[config.mk]
export PLATFORM = sky130hd
export DESIGN_NAME = html_entity_decoder_flat
export DESIGN_NICKNAME = d
export VERILOG_FILES = /design/src/rtl/hed_pkg.sv /design/src/rtl/hed_in_if.sv /design/src/rtl/hed_out_if.sv /design/src/rtl/hed_queue.sv /design/src/rtl/hed_engine.sv /design/src/rtl/html_entity_decoder.sv /design/src/flat_wrapper.sv
export SDC_FILE = /design/constraint.sdc
export NUM_CORES = 1
export LEC_CHECK = 0
export ABC_CLOCK_PERIOD_IN_PS = 4100
export BUFFER_PORTS_ARGS = -buffer_cell sky130_fd_sc_hd__buf_2
export CAP_MARGIN = 40
export CORE_ASPECT_RATIO = 1.4
export CORE_MARGIN = 1
export CORE_UTILIZATION = 60
export CTS_BUF_LIST = sky130_fd_sc_hd__clkbuf_8
export DETAILED_ROUTE_END_ITERATION = 8
export GPL_TIMING_DRIVEN = 1
export HOLD_SLACK_MARGIN = 0.15
export PLACE_DENSITY_LB_ADDON = 0.12
export SYNTH_ARGS = -nofsm -noshare
export SYNTH_HDL_FRONTEND = slang
export SYNTH_SLANG_ARGS = --single-unit
[constraint.sdc]
create_clock -name clk_i -period 4.1 [get_ports clk_i]
set_input_delay 0.41 -clock clk_i [delete_from_list [all_inputs] [get_ports clk_i]]
set_output_delay 0.41 -clock clk_i [all_outputs]
set_load 0.05 [all_outputs]
[src/rtl/hed_pkg.sv]
`default_nettype none

package hed_pkg;

  // Sizes of the pending buffer, the input queue and the entity table.
  localparam int unsigned PENDING_DEPTH = 5;
  localparam int unsigned QUEUE_DEPTH   = 2;
  localparam int unsigned NUM_SEQ       = 8;
  localparam int unsigned SEQ_MAX       = 6;

  // One input byte as it travels from the queue to the decoder engine.
  typedef struct packed {
    logic [7:0] data;
    logic       last;
  } hed_item_t;

  // Outcome of matching the held bytes against the entity table.
  typedef enum logic [1:0] {
    CLS_NONE,
    CLS_PREFIX,
    CLS_FULL
  } hed_kind_e;

  typedef struct packed {
    hed_kind_e  kind;
    logic [2:0] idx;
  } hed_cls_t;

  // Entity table: text, length and the first replacement byte.
  localparam logic [3:0] SEQ_LEN [NUM_SEQ] = '{
    4'd4, 4'd4, 4'd2, 4'd5, 4'd6, 4'd6, 4'd5, 4'd5
  };

  localparam logic [7:0] SEQ_TEXT [NUM_SEQ][SEQ_MAX] = '{
    '{"&", "l", "t", ";", 8'h00, 8'h00},
    '{"&", "g", "t", ";", 8'h00, 8'h00},
    '{"/", "n", 8'h00, 8'h00, 8'h00, 8'h00},
    '{"&", "a", "m", "p", ";", 8'h00},
    '{"&", "q", "u", "o", "t", ";"},
    '{"&", "n", "b", "s", "p", ";"},
    '{"&", "#", "4", "3", ";", 8'h00},
    '{"&", "#", "3", "9", ";", 8'h00}
  };

  localparam logic [7:0] SEQ_REP [NUM_SEQ] = '{
    "<", ">", "\\", "&", "\"", " ", "+", "'"
  };

  // Only the slash-n pair produces a second byte, which is always this one.
  localparam logic SEQ_TWO [NUM_SEQ] = '{
    1'b0, 1'b0, 1'b1, 1'b0, 1'b0, 1'b0, 1'b0, 1'b0
  };
  localparam logic [7:0] SECOND_BYTE = "n";

  // Compare the first n held bytes with every entity. A full match wins;
  // otherwise the bytes are either a proper prefix of some entity or nothing.
  function automatic hed_cls_t hed_classify(input logic [SEQ_MAX-1:0][7:0] b,
                                            input logic [3:0] n);
    hed_cls_t r;
    logic     ok;
    r.kind = CLS_NONE;
    r.idx  = '0;
    for (int s = NUM_SEQ - 1; s >= 0; s--) begin
      ok = 1'b1;
      for (int i = 0; i < SEQ_MAX; i++) begin
        if ((4'(i) < n) && (4'(i) < SEQ_LEN[s]) && (b[i] != SEQ_TEXT[s][i])) begin
          ok = 1'b0;
        end
      end
      if (ok && (n == SEQ_LEN[s])) begin
        r.kind = CLS_FULL;
        r.idx  = 3'(s);
      end else if (ok && (n < SEQ_LEN[s]) && (r.kind != CLS_FULL)) begin
        r.kind = CLS_PREFIX;
      end
    end
    return r;
  endfunction

endpackage

`default_nettype wire

[src/rtl/hed_in_if.sv]
`default_nettype none

// Input channel: one text byte per transfer.
interface hed_in_if;
  logic       valid;
  logic       ready;
  logic [7:0] in_byte;
  logic       in_last;

  modport source (output valid, output in_byte, output in_last, input ready);
  modport sink   (input valid, input in_byte, input in_last, output ready);
endinterface

`default_nettype wire

[src/rtl/hed_out_if.sv]
`default_nettype none

// Output channel: one decoded byte per transfer.
interface hed_out_if;
  logic       valid;
  logic       ready;
  logic [7:0] out_byte;
  logic       out_last;

  modport source (output valid, output out_byte, output out_last, input ready);
  modport sink   (input valid, input out_byte, input out_last, output ready);
endinterface

`default_nettype wire

[src/rtl/hed_queue.sv]
`default_nettype none

module hed_queue
  import hed_pkg::*;
#(
  parameter int unsigned Depth = QUEUE_DEPTH
) (
  input  wire logic  clk_i,
  input  wire logic  rst_ni,
  hed_in_if.sink     in_i,
  output hed_item_t  item_o,
  output logic       item_valid_o,
  input  wire logic  item_ready_i
);

  localparam int unsigned PTR_W = (Depth > 1) ? $clog2(Depth) : 1;
  localparam int unsigned CNT_W = $clog2(Depth + 1);

  hed_item_t          mem_q [Depth];
  logic [PTR_W-1:0]   wr_q, wr_d, rd_q, rd_d;
  logic [CNT_W-1:0]   cnt_q, cnt_d;
  logic               push, pop;

  // Handshakes on both sides of the queue.
  assign in_i.ready   = (cnt_q != CNT_W'(Depth));
  assign item_valid_o = (cnt_q != '0);
  assign item_o       = mem_q[rd_q];
  assign push         = in_i.valid && in_i.ready;
  assign pop          = item_valid_o && item_ready_i;

  // Pointer and fill count update.
  always_comb begin
    wr_d  = wr_q;
    rd_d  = rd_q;
    cnt_d = cnt_q;
    if (push) begin
      wr_d = (wr_q == PTR_W'(Depth - 1)) ? '0 : wr_q + 1'b1;
    end
    if (pop) begin
      rd_d = (rd_q == PTR_W'(Depth - 1)) ? '0 : rd_q + 1'b1;
    end
    if (push && !pop) begin
      cnt_d = cnt_q + 1'b1;
    end else if (pop && !push) begin
      cnt_d = cnt_q - 1'b1;
    end
  end

  always_ff @(posedge clk_i or negedge rst_ni) begin
    if (!rst_ni) begin
      wr_q  <= '0;
      rd_q  <= '0;
      cnt_q <= '0;
    end else begin
      wr_q  <= wr_d;
      rd_q  <= rd_d;
      cnt_q <= cnt_d;
    end
  end

  // Queue storage carries payload only.
  always_ff @(posedge clk_i) begin
    if (push) begin
      mem_q[wr_q] <= '{data: in_i.in_byte, last: in_i.in_last};
    end
  end

endmodule

`default_nettype wire

[src/rtl/hed_engine.sv]
`default_nettype none

module hed_engine
  import hed_pkg::*;
#(
  parameter int unsigned PendingDepth = PENDING_DEPTH
) (
  input  wire logic       clk_i,
  input  wire logic       rst_ni,
  input  wire hed_item_t  item_i,
  input  wire logic       item_valid_i,
  output logic            item_ready_o,
  hed_out_if.source       out_o
);

  localparam int unsigned WORK_N = PendingDepth + 1;
  localparam int unsigned IDX_W  = $clog2(WORK_N);
  localparam int unsigned CNT_W  = $clog2(WORK_N + 1);

  typedef enum logic [1:0] {
    ST_IDLE,
    ST_SCAN,
    ST_FLUSH,
    ST_SECOND
  } state_e;

  state_e                 state_q, state_d;
  logic [7:0]             work_q [WORK_N];
  logic [7:0]             work_d [WORK_N];
  logic [CNT_W-1:0]       cnt_q, cnt_d;
  logic                   last_q, last_d;
  logic                   ovalid_q, ovalid_d;
  logic [7:0]             obyte_q, obyte_d;
  logic                   olast_q, olast_d;
  logic [SEQ_MAX-1:0][7:0] win;
  hed_cls_t               cls;
  logic                   out_free;

  // The matcher looks at the oldest held bytes.
  always_comb begin
    for (int i = 0; i < SEQ_MAX; i++) begin
      win[i] = work_q[i];
    end
  end
  assign cls = hed_classify(win, 4'(cnt_q));

  assign out_free     = !ovalid_q || out_o.ready;
  assign item_ready_o = (state_q == ST_IDLE);

  assign out_o.valid    = ovalid_q;
  assign out_o.out_byte = obyte_q;
  assign out_o.out_last = olast_q;

  // Sequencer: take a byte, then scan or flush held bytes, one step per unstalled cycle.
  always_comb begin
    state_d  = state_q;
    work_d   = work_q;
    cnt_d    = cnt_q;
    last_d   = last_q;
    ovalid_d = ovalid_q && !out_o.ready;
    obyte_d  = obyte_q;
    olast_d  = olast_q;
    case (state_q)
      ST_IDLE: begin
        if (item_valid_i) begin
          work_d[cnt_q[IDX_W-1:0]] = item_i.data;
          cnt_d   = cnt_q + 1'b1;
          last_d  = item_i.last;
          state_d = ST_SCAN;
        end
      end
      ST_SCAN: begin
        case (cls.kind)
          CLS_FULL: begin
            if (out_free) begin
              ovalid_d = 1'b1;
              obyte_d  = SEQ_REP[cls.idx];
              olast_d  = last_q && !SEQ_TWO[cls.idx];
              cnt_d    = '0;
              state_d  = SEQ_TWO[cls.idx] ? ST_SECOND : ST_IDLE;
            end
          end
          CLS_PREFIX: begin
            // Hold the bytes, unless the text ends here.
            state_d = last_q ? ST_FLUSH : ST_IDLE;
          end
          default: begin
            if (out_free) begin
              ovalid_d = 1'b1;
              obyte_d  = work_q[0];
              olast_d  = last_q && (cnt_q == CNT_W'(1));
              for (int i = 0; i < WORK_N - 1; i++) begin
                work_d[i] = work_q[i + 1];
              end
              cnt_d = cnt_q - 1'b1;
              if (cnt_q == CNT_W'(1)) begin
                state_d = ST_IDLE;
              end
            end
          end
        endcase
      end
      ST_FLUSH: begin
        // End of text: the held bytes go out as they are.
        if (out_free) begin
          ovalid_d = 1'b1;
          obyte_d  = work_q[0];
          olast_d  = (cnt_q == CNT_W'(1));
          for (int i = 0; i < WORK_N - 1; i++) begin
            work_d[i] = work_q[i + 1];
          end
          cnt_d = cnt_q - 1'b1;
          if (cnt_q == CNT_W'(1)) begin
            state_d = ST_IDLE;
          end
        end
      end
      ST_SECOND: begin
        if (out_free) begin
          ovalid_d = 1'b1;
          obyte_d  = SECOND_BYTE;
          olast_d  = last_q;
          state_d  = ST_IDLE;
        end
      end
      default: begin
        state_d = ST_IDLE;
      end
    endcase
  end

  always_ff @(posedge clk_i or negedge rst_ni) begin
    if (!rst_ni) begin
      state_q  <= ST_IDLE;
      cnt_q    <= '0;
      last_q   <= 1'b0;
      ovalid_q <= 1'b0;
      obyte_q  <= '0;
      olast_q  <= 1'b0;
      for (int i = 0; i < WORK_N; i++) begin
        work_q[i] <= '0;
      end
    end else begin
      state_q  <= state_d;
      cnt_q    <= cnt_d;
      last_q   <= last_d;
      ovalid_q <= ovalid_d;
      obyte_q  <= obyte_d;
      olast_q  <= olast_d;
      work_q   <= work_d;
    end
  end

  // While waiting for a byte, the held bytes always fit the pending buffer.
  assert property (@(posedge clk_i) disable iff (!rst_ni)
    (state_q == ST_IDLE) |-> (cnt_q <= CNT_W'(PendingDepth)))
    else $error("pending buffer holds more bytes than it can");

  // Once a final byte has been handled, nothing is left pending.
  assert property (@(posedge clk_i) disable iff (!rst_ni)
    (state_q == ST_IDLE && last_q) |-> (cnt_q == '0))
    else $error("bytes left pending after the end of the text");

  // Flushing only happens at the end of the text.
  assert property (@(posedge clk_i) disable iff (!rst_ni)
    (state_q == ST_FLUSH) |-> (last_q && cnt_q != '0))
    else $error("flush without an end of text");

  // A scan step always has at least one byte to work on.
  assert property (@(posedge clk_i) disable iff (!rst_ni)
    (state_q == ST_SCAN || state_q == ST_SECOND) |->
      ((state_q == ST_SCAN) == (cnt_q != '0)))
    else $error("scan state and byte count disagree");

endmodule

`default_nettype wire

[src/rtl/html_entity_decoder.sv]
// Streaming decoder for a fixed set of HTML character entities.
// Input channel in_i carries one text byte per transfer with in_last set on
// the final byte; output channel out_o carries the decoded bytes, with
// out_last set on the final output byte that a final input byte causes.
// &lt; &gt; &amp; &quot; &nbsp; &#43; &#39; are replaced by their character,
// and slash-n becomes backslash-n. Bytes that may still start an entity are
// held back; when a partial match fails the oldest held byte goes out as is
// and the rest are matched again. At the end of the text all held bytes are
// sent out unchanged.
// Input bytes first enter a two-entry queue, so up to two bytes can be
// accepted while the decoder works. The decoder takes no new byte until it
// is done with the last one: it loads the byte, then makes one matcher
// decision or sends one output byte per step, and a byte that ends a failed
// match sends out each held byte in turn. Each byte passes through the
// queue, the pending buffer and the output register before it is presented.
// Reset empties the queue and the pending buffer and drops any output not
// yet transferred. When the receiver stalls, the output register holds its
// byte, the decoder waits, and the queue fills before in_i.ready falls.
`default_nettype none

module html_entity_decoder
  import hed_pkg::*;
#(
  parameter int unsigned PendingDepth = PENDING_DEPTH,
  parameter int unsigned QueueDepth   = QUEUE_DEPTH
) (
  input  wire logic clk_i,
  input  wire logic rst_ni,
  hed_in_if.sink    in_i,
  hed_out_if.source out_o
);

  hed_item_t item;
  logic      item_valid;
  logic      item_ready;

  // Front: accepts bytes and buffers them.
  hed_queue #(
    .Depth (QueueDepth)
  ) u_queue (
    .clk_i        (clk_i),
    .rst_ni       (rst_ni),
    .in_i         (in_i),
    .item_o       (item),
    .item_valid_o (item_valid),
    .item_ready_i (item_ready)
  );

  // Back: entity matching and output.
  hed_engine #(
    .PendingDepth (PendingDepth)
  ) u_engine (
    .clk_i        (clk_i),
    .rst_ni       (rst_ni),
    .item_i       (item),
    .item_valid_i (item_valid),
    .item_ready_o (item_ready),
    .out_o        (out_o)
  );

endmodule

`default_nettype wire

[src/flat_wrapper.sv]
// flat-port wrapper written by rule: the top's interface ports become plain ports
module html_entity_decoder_flat import hed_pkg::*;
#(
  parameter int unsigned PendingDepth = PENDING_DEPTH,
  parameter int unsigned QueueDepth   = QUEUE_DEPTH
)
  (clk_i, rst_ni, in_i_valid, in_i_in_byte, in_i_in_last, in_i_ready, out_o_valid, out_o_out_byte, out_o_out_last, out_o_ready);
  hed_in_if in_i_i ();
  hed_out_if out_o_i ();
  input  wire logic clk_i;
  input  wire logic rst_ni;
  input wire logic [$bits(in_i_i.valid)-1:0] in_i_valid;
  input wire logic [$bits(in_i_i.in_byte)-1:0] in_i_in_byte;
  input wire logic [$bits(in_i_i.in_last)-1:0] in_i_in_last;
  output wire logic [$bits(in_i_i.ready)-1:0] in_i_ready;
  output wire logic [$bits(out_o_i.valid)-1:0] out_o_valid;
  output wire logic [$bits(out_o_i.out_byte)-1:0] out_o_out_byte;
  output wire logic [$bits(out_o_i.out_last)-1:0] out_o_out_last;
  input wire logic [$bits(out_o_i.ready)-1:0] out_o_ready;
  assign in_i_i.valid = in_i_valid;
  assign in_i_i.in_byte = in_i_in_byte;
  assign in_i_i.in_last = in_i_in_last;
  assign in_i_ready = in_i_i.ready;
  assign out_o_valid = out_o_i.valid;
  assign out_o_out_byte = out_o_i.out_byte;
  assign out_o_out_last = out_o_i.out_last;
  assign out_o_i.ready = out_o_ready;
  html_entity_decoder #(.PendingDepth(PendingDepth), .QueueDepth(QueueDepth)) u_core (.clk_i(clk_i), .rst_ni(rst_ni), .in_i(in_i_i), .out_o(out_o_i));
endmodule
Word level (Yosys, flattened, before mapping)
Memory sizes are Yosys's and may differ from the RTL's.
Index checks and enable logic that the tools add are counted.
- add/subtract/negate cells: 6
- multipliers: 0
- div/mod/pow operators: 0
- $lt $le $gt $ge: 13
- equality and inequality tests: 49
- shift operators: 0
- mux-type cells: 99
- bitwise gates (word level): 2
- reductions and logical operators: 74
- operator list (cell ; count):
    $pmux W40 S3 ; 1
    $ne A8 B7 Y1 const B ; 14
    $mux W40 ; 2
    $ne A8 B6 Y1 const B ; 10
    $logic_and A1 B1 Y1 ; 55
    $bwmux W48 ; 1
    $mux W2 ; 24
    $mux W48 ; 1
    $mux W8 ; 6
    $mux W1 ; 43
    $mux W3 ; 11
    $ne A2 B2 Y1 const B ; 14
    $demux W8 S3 ; 1
    $pmux W8 S3 ; 1
    $pmux W8 S2 ; 1
    $eq A3 B3 Y1 const B ; 3
    $lt A3 B3 Y1 const B ; 3
    $pmux W3 S3 ; 1
    $ge A4 B4 Y1 const B ; 2
    $not A3 Y4 ; 2
    $pmux W2 S4 ; 1
    $reduce_and A4 Y1 ; 2
    $eq A2 B2 Y1 const B ; 3
    $lt A1 B3 Y1 const A ; 2
    other kinds (26) ; 39
- register bits after elaboration: 68
- latch bits: 0
- memory bits (writable): 18
- bits in read-only memories: 72
- input bits: 13
- output and inout port bits: 11
- logic and storage cells: 261
- memories: 3
- memory list (name ; words ; bits a word ; rd ports ; clocked after Yosys merged registers in ; wr ports ; line ; RTL):
    (no name shown) ; 8 ; 8 ; 1 ; 0 ; 0 ; hed_engine.sv:77 ; obyte_d = SEQ_REP[cls.idx];
    u_core.u_queue.mem_q ; 2 ; 9 ; 1 ; 0 ; 1 ; hed_queue.sv:19 ; hed_item_t mem_q [Depth];
    (no name shown) ; 8 ; 1 ; 1 ; 0 ; 0 ; hed_engine.sv:80 ; state_d = SEQ_TWO[cls.idx] ? ST_SECOND : ST_IDLE;

Longest topological paths before layout
Gate-level depths: netlist (run 1).
- depth after elaboration: 42
- gate-level depth with buffers: 16
- depth with buffers taken out: 14

Modules after synthesis
Synthesis (run 1) repeated with hierarchy kept, for this count alone.
- cell total of the unflattened synthesis: 558
- area, all modules: 5039.8 µm²
- modules (own cells, without submodules) (module ; instances ; cells each ; area an instance (µm²) ; seq. area each (µm²)):
    hed_engine ; 1 ; 512 ; 4179.0 ; 1601.5
    hed_queue ; 1 ; 46 ; 860.8 ; 640.6

Least setup slack after synthesis (run 1)
OpenSTA, ideal clock, no wires.
- path kind: flip-flop to flip-flop
- start: register u_core.u_engine.work_q, in the netlist u_core.u_engine.win[23]
- end: register u_core.u_engine.obyte_q[1] (netlist: u_core.u_engine.out_o.out_byte[1])
- library setup time: 0.087 ns
- data arrival time: 3.648 ns
- data required time: 4.013 ns
- path slack: 0.365 ns
- stages on the path, launching flop included: 15
- buffers on the path: 1
- clock period less this slack: 3.735 ns
- path through: dfrtp_1 and4bb_1 a41oi_2 nor4_2 o2111ai_4 o211ai_2 or3b_4 a211o_1 ha_1 buf_2 a21o_1 a221oi_2 o32a_1 or4b_1 o211ai_1
- longest elaborated chain between the ends: 39
- elaborated cells on any way between the ends: 97
- those cells by class: eq/ne (17); mux (50); bitwise (1); reduce/logical (28); memory (1)
- RTL lines (what ; line ; RTL):
    from (decl) ; hed_engine.sv:28 ; logic [7:0] work_q [WORK_N];
    from (signal assigned) ; hed_engine.sv:150 ; work_q <= work_d;
    $ne A8 B6 Y1 ; hed_pkg.sv:66 ; if ((4'(i) < n) && (4'(i) < SEQ_LEN[s]) && (b[i] != SEQ_TEXT[s][i])) begin
    $logic_and A1 B1 Y1 ; hed_pkg.sv:66 ;
    $mux W1 (3 in series) ; hed_pkg.sv:66 ;
    $logic_and A1 B1 Y1 ; hed_pkg.sv:73 ; end else if (ok && (n < SEQ_LEN[s]) && (r.kind != CLS_FULL)) begin
    $mux W1 ; hed_pkg.sv:73 ;
    $mux W2 ; hed_pkg.sv:70 ; if (ok && (n == SEQ_LEN[s])) begin
    $ne A2 B2 Y1 ; hed_pkg.sv:73 ;
    $logic_and A1 B1 Y1 ; hed_pkg.sv:73 ;
    [... 21 more ...] ; -- ;
    $mux W2 ; hed_pkg.sv:70 ;
    $ne A2 B2 Y1 ; hed_pkg.sv:73 ;
    $logic_and A1 B1 Y1 ; hed_pkg.sv:73 ;
    $mux W2 ; hed_pkg.sv:73 ;
    $mux W2 ; hed_pkg.sv:70 ;
    $eq A2 B1 Y1 / $eq A2 B2 Y1 (equally long branches) ; hed_engine.sv:73 ; case (cls.kind)
    $pmux W8 S2 (tied with other cells) ; hed_engine.sv:73 ;
    $pmux W8 S3 / $reduce_and A4 Y1 (equally long branches) ; -- ;
    to (signal assigned) ; hed_engine.sv:148 ; obyte_q <= obyte_d;
    to (decl) ; hed_engine.sv:33 ; logic [7:0] obyte_q, obyte_d;
Parallel ways exist; a longest one is shown, timed or not. The select of a mux whose other input is x is not followed.
A chain may end at the register's enable or synchronous reset.

Worst setup path after layout (run 1)
- start: register u_core.u_engine.cnt_q[2]
- end: register u_core.u_engine.obyte_q[1] (netlist: u_core.u_engine.out_o.out_byte[1])
- longest elaborated chain between the ends: 41
- elaborated cells on any way between the ends: 134
- those cells by class: order compare (10); eq/ne (15); mux (59); bitwise (1); reduce/logical (48); memory (1)
- RTL lines (what ; line ; RTL):
    from (decl) ; hed_engine.sv:30 ; logic [CNT_W-1:0] cnt_q, cnt_d;
    from (signal assigned) ; hed_engine.sv:145 ; cnt_q <= cnt_d;
    $lt A1 B3 Y1 ; hed_pkg.sv:66 ;
    $logic_and A1 B1 Y1 ; hed_pkg.sv:66 ;
    $mux W1 (5 in series) ; hed_pkg.sv:66 ;
    $logic_and A1 B1 Y1 ; hed_pkg.sv:73 ;
    $mux W1 ; hed_pkg.sv:73 ;
    $mux W2 ; hed_pkg.sv:70 ;
    $ne A2 B2 Y1 ; hed_pkg.sv:73 ;
    $logic_and A1 B1 Y1 ; hed_pkg.sv:73 ;
    [... 21 more ...] ; -- ;
    $mux W2 ; hed_pkg.sv:70 ;
    $ne A2 B2 Y1 ; hed_pkg.sv:73 ;
    $logic_and A1 B1 Y1 ; hed_pkg.sv:73 ;
    $mux W2 ; hed_pkg.sv:73 ;
    $mux W2 ; hed_pkg.sv:70 ;
    $eq A2 B1 Y1 / $eq A2 B2 Y1 (equally long branches) ; hed_engine.sv:73 ;
    $pmux W8 S2 (tied with other cells) ; hed_engine.sv:73 ;
    $pmux W8 S3 / $reduce_and A4 Y1 (equally long branches) ; -- ;
Parallel ways exist; a longest one is shown, timed or not. The select of a mux whose other input is x is not followed.

==> results.txt, run 1 <==
Layout cells sized above 1: 0.143
Io pins: 24
Total power: 4.73 mW
Yosys Warn Count: 0
Period Utilization, post-route: 0.936
Leakage: 2.21 nW
Setup CP Type: flip-flop to flip-flop
Largest net degree at the start of global routing: 47
Synthesized flop and latch total: 86
Critical Path AT: 4110 ps
CTS root buffer: clkbuf_8
R2r startpoint: u_core.u_engine.cnt_q[2]
Fill count: 690
Fin crit period: 3840 ps
Drc violations: 0
Vias: 4,345
Finish-stage setup viols: 0
Later-pin clock latency in the skew report: 350 ps
ANT cells: 0
GR Overflow Total: 0
Max_cap viols: 0
Post-DR vias/cell: 6.44
Req. time, crit path: 4370 ps
Cell Rows: 39
PwrDens: 865 nW/um^2
CTS tree: built
Post-synth EDFFs: 18
Post-Syn Area per Cell: 9.25 um^2
Endpoint class of the critical path: flip-flop
Final WS setup: 261 ps
Routed Antenna Nets: 0
# nets final: 593
Slew margin rel.: 0.432
Drt first pass iters: 7
Post-Syn Nets: 568
RSZ-0062 raised after global routing: no
Setup TNS: 0 ps
H-tree depth reported by CTS: 3
Routed len/inst: 19.5 um
Synth area leader: dfrtp_1
CP Launch Type: flip-flop
Most numerous cell in the Yosys netlist: nand2_1
Inserted Clock Buffers: 9
HP Class: primary input to flip-flop
Synthesized area: 5020 um^2
Max-slew violations: 0
Die Ht: 110 um
Seq/Total Area, Yosys: 0.446
Vias in the first global route: 4,199
First-pass GRT wire length: 20.8 mm
Synth area leaders: dfrtp_1 (34%), edfxtp_1 (11%), o21ai_0 (5.5%)
CP max FO: 12
Starting density of the core: 0.616
DP Worst Slack: 297 ps
Hold Vio Cnt, Final: 0
Initial antenna violation count: 0
Max VDD drop: 505 uV
Crit path from: u_core.u_engine.cnt_q[2]
Total clock sinks: 86
Clock skew: 12.5 ps
Post-Syn Instances: 543
Port Buffer Count: 23
Fmax achieved: 260 MHz
Yosys top cell area share: 0.339
Starting DRT DRC Count: 326
Core ar.: 8150 um^2
GP Congestion: 0.971
Die area: 8750 um^2
Worst slew pin tran: 850 ps
Synth top cells by count: nand2_1 (71), dfrtp_1 (68), nor2_1 (55), o21ai_0 (55), a21oi_1 (49)
Routed wire length: 13.2 mm
Main synth FF type: dfrtp_1
Gr usage total: 0.319
Hold Startpoint: in_i_in_byte[4]
Die Wd: 79.3 um
Area Growth Syn to Fin: 8.82%
DP Wirelength: 9.85 mm
CTS Buffer Depth: 2
Number of unique standard cell types used by synthesis: 79
Status: complete, no violations
Clk pin slew, worst setup/hold paths: 90 ps
Async S/R FF share, synth: 0.791
-- cells by family (layout without fill, tap and decap cells) --
family	count (synthesis)	in the layout	synth area share
and+or+nand+nor	198	198	0.211
AOI/OAI and AO/OA	188	188	0.243
DFF	86	86	0.446
buffers and inverters	43	73	0.0379
adders and majority gates	12	12	0.0299
muxes	11	11	0.0224
xor gates and xnor gates	5	5	0.00872
-- per-stage QoR --
stage / instance area [um^2] / utilization / hold WS [ps] / std cells
after floorplan: 5020 / - / 114 / 543
after global placement: 5260 / 0.645 / 476 / 657
after detailed placement: 5260 / 0.646 / 491 / 658
after CTS: 5460 / 0.670 / 236 / 675
after global routing: 5470 / 0.671 / 233 / 675
final: 5470 / 0.671 / 242 / 675
-- report_power, final --
group / internal, mW / leakage (nW) / total, mW / switching, mW
Sequential: 1.17 / 1.04 / 1.47 / 0.302
Clock: 0.279 / 0.106 / 0.586 / 0.307
Combinational: 0.922 / 1.07 / 2.67 / 1.75
Total: 2.37 / 2.21 / 4.73 / 2.36
-- layer usage --
layer	track usage	vias to the layer above	part of all wire
met5	0	-	0
met1	0.352	2068	0.39
met2	0.573	169	0.51
li1	-	2054	-
met3	0.0444	54	0.038
met4	0.201	0	0.057
-- flip-flops by register name (all words and copies together), names as in the netlist, 2 cells and up --
name and count:
u_core.u_engine.win 48, u_core.u_engine.cnt_q 3, u_core.u_queue.cnt_q 2, u_core.u_engine.out_o.out_byte 8, u_core.u_engine.state_q 2, u_core.u_queue.mem_q 18
-- critical path, cell delays in order (launching register included) --
cell       delay, ps
dfrtp_1          630
nor2_1           180
a21oi_1          290
nor4_2           130
o2111ai_4        280
o211ai_2         150
or3b_4           410
a211o_1          240
ha_1             210
a21o_1           180
a221oi_2         240
o32a_1           230
or4b_1           430
o211ai_1         160
-- worst paths after layout --
kind | cells past startpoint | end | slack, ps
min | 1 | u_core.u_queue.mem_q[1][5] | 240
max | 13 | u_core.u_engine.out_o.out_byte[1] | 260
min in group asynchronous | 2 | u_core.u_engine.state_q[0] | 660
min reg2reg | 1 | u_core.u_queue.wr_q | 510
max reg2reg | 13 | u_core.u_engine.out_o.out_byte[1] | 260
max in group asynchronous | 3 | u_core.u_engine.win[24] | 2530
-- placed cells by master, fill, tap and decap left out, drive strengths merged, types with 4 or more instances in the layout --
master,instances
buf,39
o211ai,5
clkbuf,9
mux2i,9
ha,12
nor3,11
nor2b,4
edfxtp,18
a221oi,4
and3,4
nor4,5
inv,20
nand2b,5
nand2,71
a211oi,4
nor2,56
o21ai,62
and4b,4
nand3,6
a22oi,24
a31oi,8
a21oi,52
nor4b,4
dfrtp,68
-- area by class of cell --
cell class                 instances  area (um^2)  area share
sequential                        86         2240       0.410
inverter                          17         63.8      0.0117
clock inverter                     7         65.1      0.0119
clock buffer                       9          124      0.0227
timing repair buffer              40          243      0.0444
tap                              102          128      0.0233
multi-input combinational        414         2600       0.476
-- what timing repair did --
action	4_1_cts	5_1_grt
endpoints found under the setup margin	0	8
gates resized for setup	0	1
endpoints found under the hold margin	30	0
setup buffers	0	0
hold buffers	1	0
Power figures use the tool's default switching activity.
==> inputs of run 2 (changes only) <==
--- a/config.mk
+++ b/config.mk
@@ -7,7 +7,7 @@
 export LEC_CHECK = 0
 export ABC_CLOCK_PERIOD_IN_PS = 4100
 export BUFFER_PORTS_ARGS = -buffer_cell sky130_fd_sc_hd__buf_2
-export CAP_MARGIN = 40
+export CAP_MARGIN = 15
 export CORE_ASPECT_RATIO = 1.4
 export CORE_MARGIN = 1
 export CORE_UTILIZATION = 60
@@ -16,6 +16,7 @@
 export GPL_TIMING_DRIVEN = 1
 export HOLD_SLACK_MARGIN = 0.15
 export PLACE_DENSITY_LB_ADDON = 0.12
+export RECOVER_POWER = 100
 export SYNTH_ARGS = -nofsm -noshare
 export SYNTH_HDL_FRONTEND = slang
 export SYNTH_SLANG_ARGS = --single-unit
==> run 2 against run 1 <==
- the flow now finishes with violations (capacitance limit, slew limit)
- sequential power about the same
- cell count unchanged
- die area unchanged
- worst hold slack improved by 4.3 ps
- worst setup slack got worse by 1.7 ps
- clock power decreased by 10%
- count of clock-buffer cells in the layout unchanged
- non-clock buffer count unchanged
- utilization decreased by 0.88 points
- clock skew increased by 1.6 ps
- critical path depth increased by 1
==> results.txt, run 2 (synthesis results as in run 1) <==
Initial antenna violation count: 0 (unchanged)
Hold Vio Cnt, Final: 0 (unchanged)
CP max FO: 9 (-3)
Die Ht: 110 um (unchanged)
HP Class: primary input to flip-flop
Met2 wire len: 6.75 mm (-0.28%)
Max reg flops: 48 (unchanged)
Max VDD drop: 477 uV (-5.5%)
Cell Rows: 39 (unchanged)
Largest net degree at the start of global routing: 47 (unchanged)
RSZ-0062 raised after global routing: no
GR Overflow Total: 0 (unchanged)
DP Wirelength: 9.83 mm (-0.25%)
Die area: 8750 um^2 (unchanged)
Req. time, crit path: 4320 ps (-50 ps)
Vias in the first global route: 4,200 (+0.024%)
Inserted Clock Buffers: 9 (unchanged)
H-tree depth reported by CTS: 3 (unchanged)
Post-route cell area: 5400 um^2 (-1.3%)
Routed len/inst: 19.3 um (-0.90%)
Total power: 4.59 mW (-3.0%)
CTS tree: built
CTS root buffer: clkbuf_8
Critical-path cell with the highest stage delay: dfrtp_1
DRT met1 WL: 5.08 mm (-1.1%)
First-pass GRT wire length: 20.7 mm (-0.60%)
Status: finished, violations left
Die Wd: 79.3 um (unchanged)
Period Utilization, post-route: 0.937 (about the same)
Drt first pass iters: 5 (-2)
Endpoint class of the critical path: flip-flop
Total clock sinks: 86 (unchanged)
CP Launch Type: flip-flop
Fmax achieved: 260 MHz (about the same)
Io pins: 24 (unchanged)
Port Buffer Count: 23 (unchanged)
Post-DR vias/cell: 6.35 (-1.4%)
Slew margin rel.: -0.195 (-0.628)
Core ar.: 8150 um^2 (unchanged)
Met3 Wirelength: 555 um (+10%)
Area Growth Syn to Fin: 7.40%
Clock skew: 14.1 ps (+1.58 ps)
Most frequent cells in the layout: nand2_1 (71), dfrtp_1 (67), o21ai_0 (60)
Max-slew violations: 33 (+33)
Finish-stage setup viols: 0 (unchanged)
Routed wire length: 13.0 mm (-0.90%)
Vias: 4,286 (-1.4%)
Starting DRT DRC Count: 228 (-30%)
Critical Path AT: 4060 ps (-50 ps)
Clk pin slew, worst setup/hold paths: 90 ps (about the same)
ANT cells: 0 (unchanged)
CP peak stage delay: 580 ps (-50 ps)
Later-pin clock latency in the skew report: 360 ps (about the same)
Gr usage total: 0.317 (-0.00147)
Max_cap viols: 1 (+1)
Drc violations: 0 (unchanged)
Setup CP Type: flip-flop to flip-flop
Fill count: 717 (+3.9%)
Layout cells sized above 1: 0.108 (-0.0349)
Setup TNS: 0 ps (unchanged)
Placed inst area: 5260 um^2 (about the same)
Failing checks: capacitance limit, slew limit
CTS Buffer Depth: 2 (unchanged)
Routed Antenna Nets: 0 (unchanged)
Worst slew pin tran: 1790 ps (+943 ps)
GP Congestion: 0.971 (unchanged)
R2R Setup Slk: 260 ps (about the same)
Max Used Layer: met4
Commonest non-fill, non-tap cell in the layout: nand2_1
Starting density of the core: 0.616 (unchanged)
Crit-path cells: a21oi_2 > a41oi_1 > nor4_2 > o2111ai_4 > o211ai_2 > or3b_4 > a211o_1 > ha_1 > a21o_1 > a221oi_2 > buf_4 > nand2b_1 > a221oi_1 > a31oi_1
Fin crit period: 3840 ps (+1.70 ps)
PwrDens: 851 nW/um^2 (-1.7%)
Post-CTS setup buffers: 0 (unchanged)
Leakage: 2.13 nW (-4.0%)
# nets final: 593 (unchanged)
-- run 2: cell type report --
class / count / area, um^2 / share of cell area
multi-input combinational: 414 / 2590 / 0.481
sequential: 86 / 2240 / 0.416
timing repair buffer: 40 / 200 / 0.0371
tap: 102 / 128 / 0.0237
clock buffer: 9 / 124 / 0.0230
inverter: 17 / 63.8 / 0.0118
clock inverter: 7 / 41.3 / 0.00765
-- run 2: path summary, 6_finish.rpt --
| kind | cells after the start | from | endpoint |
|---|---|---|---|
| min | 1 | in_i_in_byte[7] | u_core.u_queue.mem_q[1][8] |
| max reg2reg | 14 | u_core.u_engine.cnt_q[0] | u_core.u_engine.out_o.out_byte[2] |
| max in group asynchronous | 3 | rst_ni | u_core.u_engine.win[29] |
| min reg2reg | 1 | u_core.u_queue.wr_q | u_core.u_queue.wr_q |
| max | 14 | u_core.u_engine.cnt_q[0] | u_core.u_engine.out_o.out_byte[2] |
| min in group asynchronous | 2 | rst_ni | u_core.u_engine.state_q[0] |
-- run 2: through the flow --
stage | util | setup WS (ps) | hold WS [ps] | instances
2_1_floorplan | - | 365 | 114 | 543
3_3_place_gp | 0.645 | 358 | 476 | 657
3_5_place_dp | 0.645 | 315 | 492 | 657
4_1_cts | 0.667 | 293 | 234 | 674
5_1_grt | 0.662 | 91.2 | 230 | 675
6_report | 0.662 | 259 | 246 | 675
-- run 2: what timing repair did --
item	4_1_cts	5_1_grt
hold buffers	1	0
endpoints found under the hold margin	30	0
setup endpoints to repair	0	9
resized for setup	0	2
-- run 2: layer usage --
metal,up-vias,track usage
met2,157,0.569
met4,0,0.203
met5,-,0
met1,2024,0.347
met3,49,0.0486
li1,2056,-
-- run 2: worst max-delay path, delay by kind of cell, from the launching register on --
kind | cells | cell delay [ps]
DFF | 1 | 580
buffers and inverters | 1 | 210
adders and majority gates | 1 | 210
AOI/OAI and AO/OA | 9 | 1980
and+or+nand+nor | 3 | 720
-- run 2: power breakdown --
group / switching, mW / total, mW / leakage (nW) / internal, mW
clock: 0.309 / 0.525 / 0.0880 / 0.216
combinational: 1.72 / 2.59 / 0.997 / 0.865
sequential: 0.302 / 1.48 / 1.04 / 1.17
total: 2.33 / 4.59 / 2.13 / 2.26
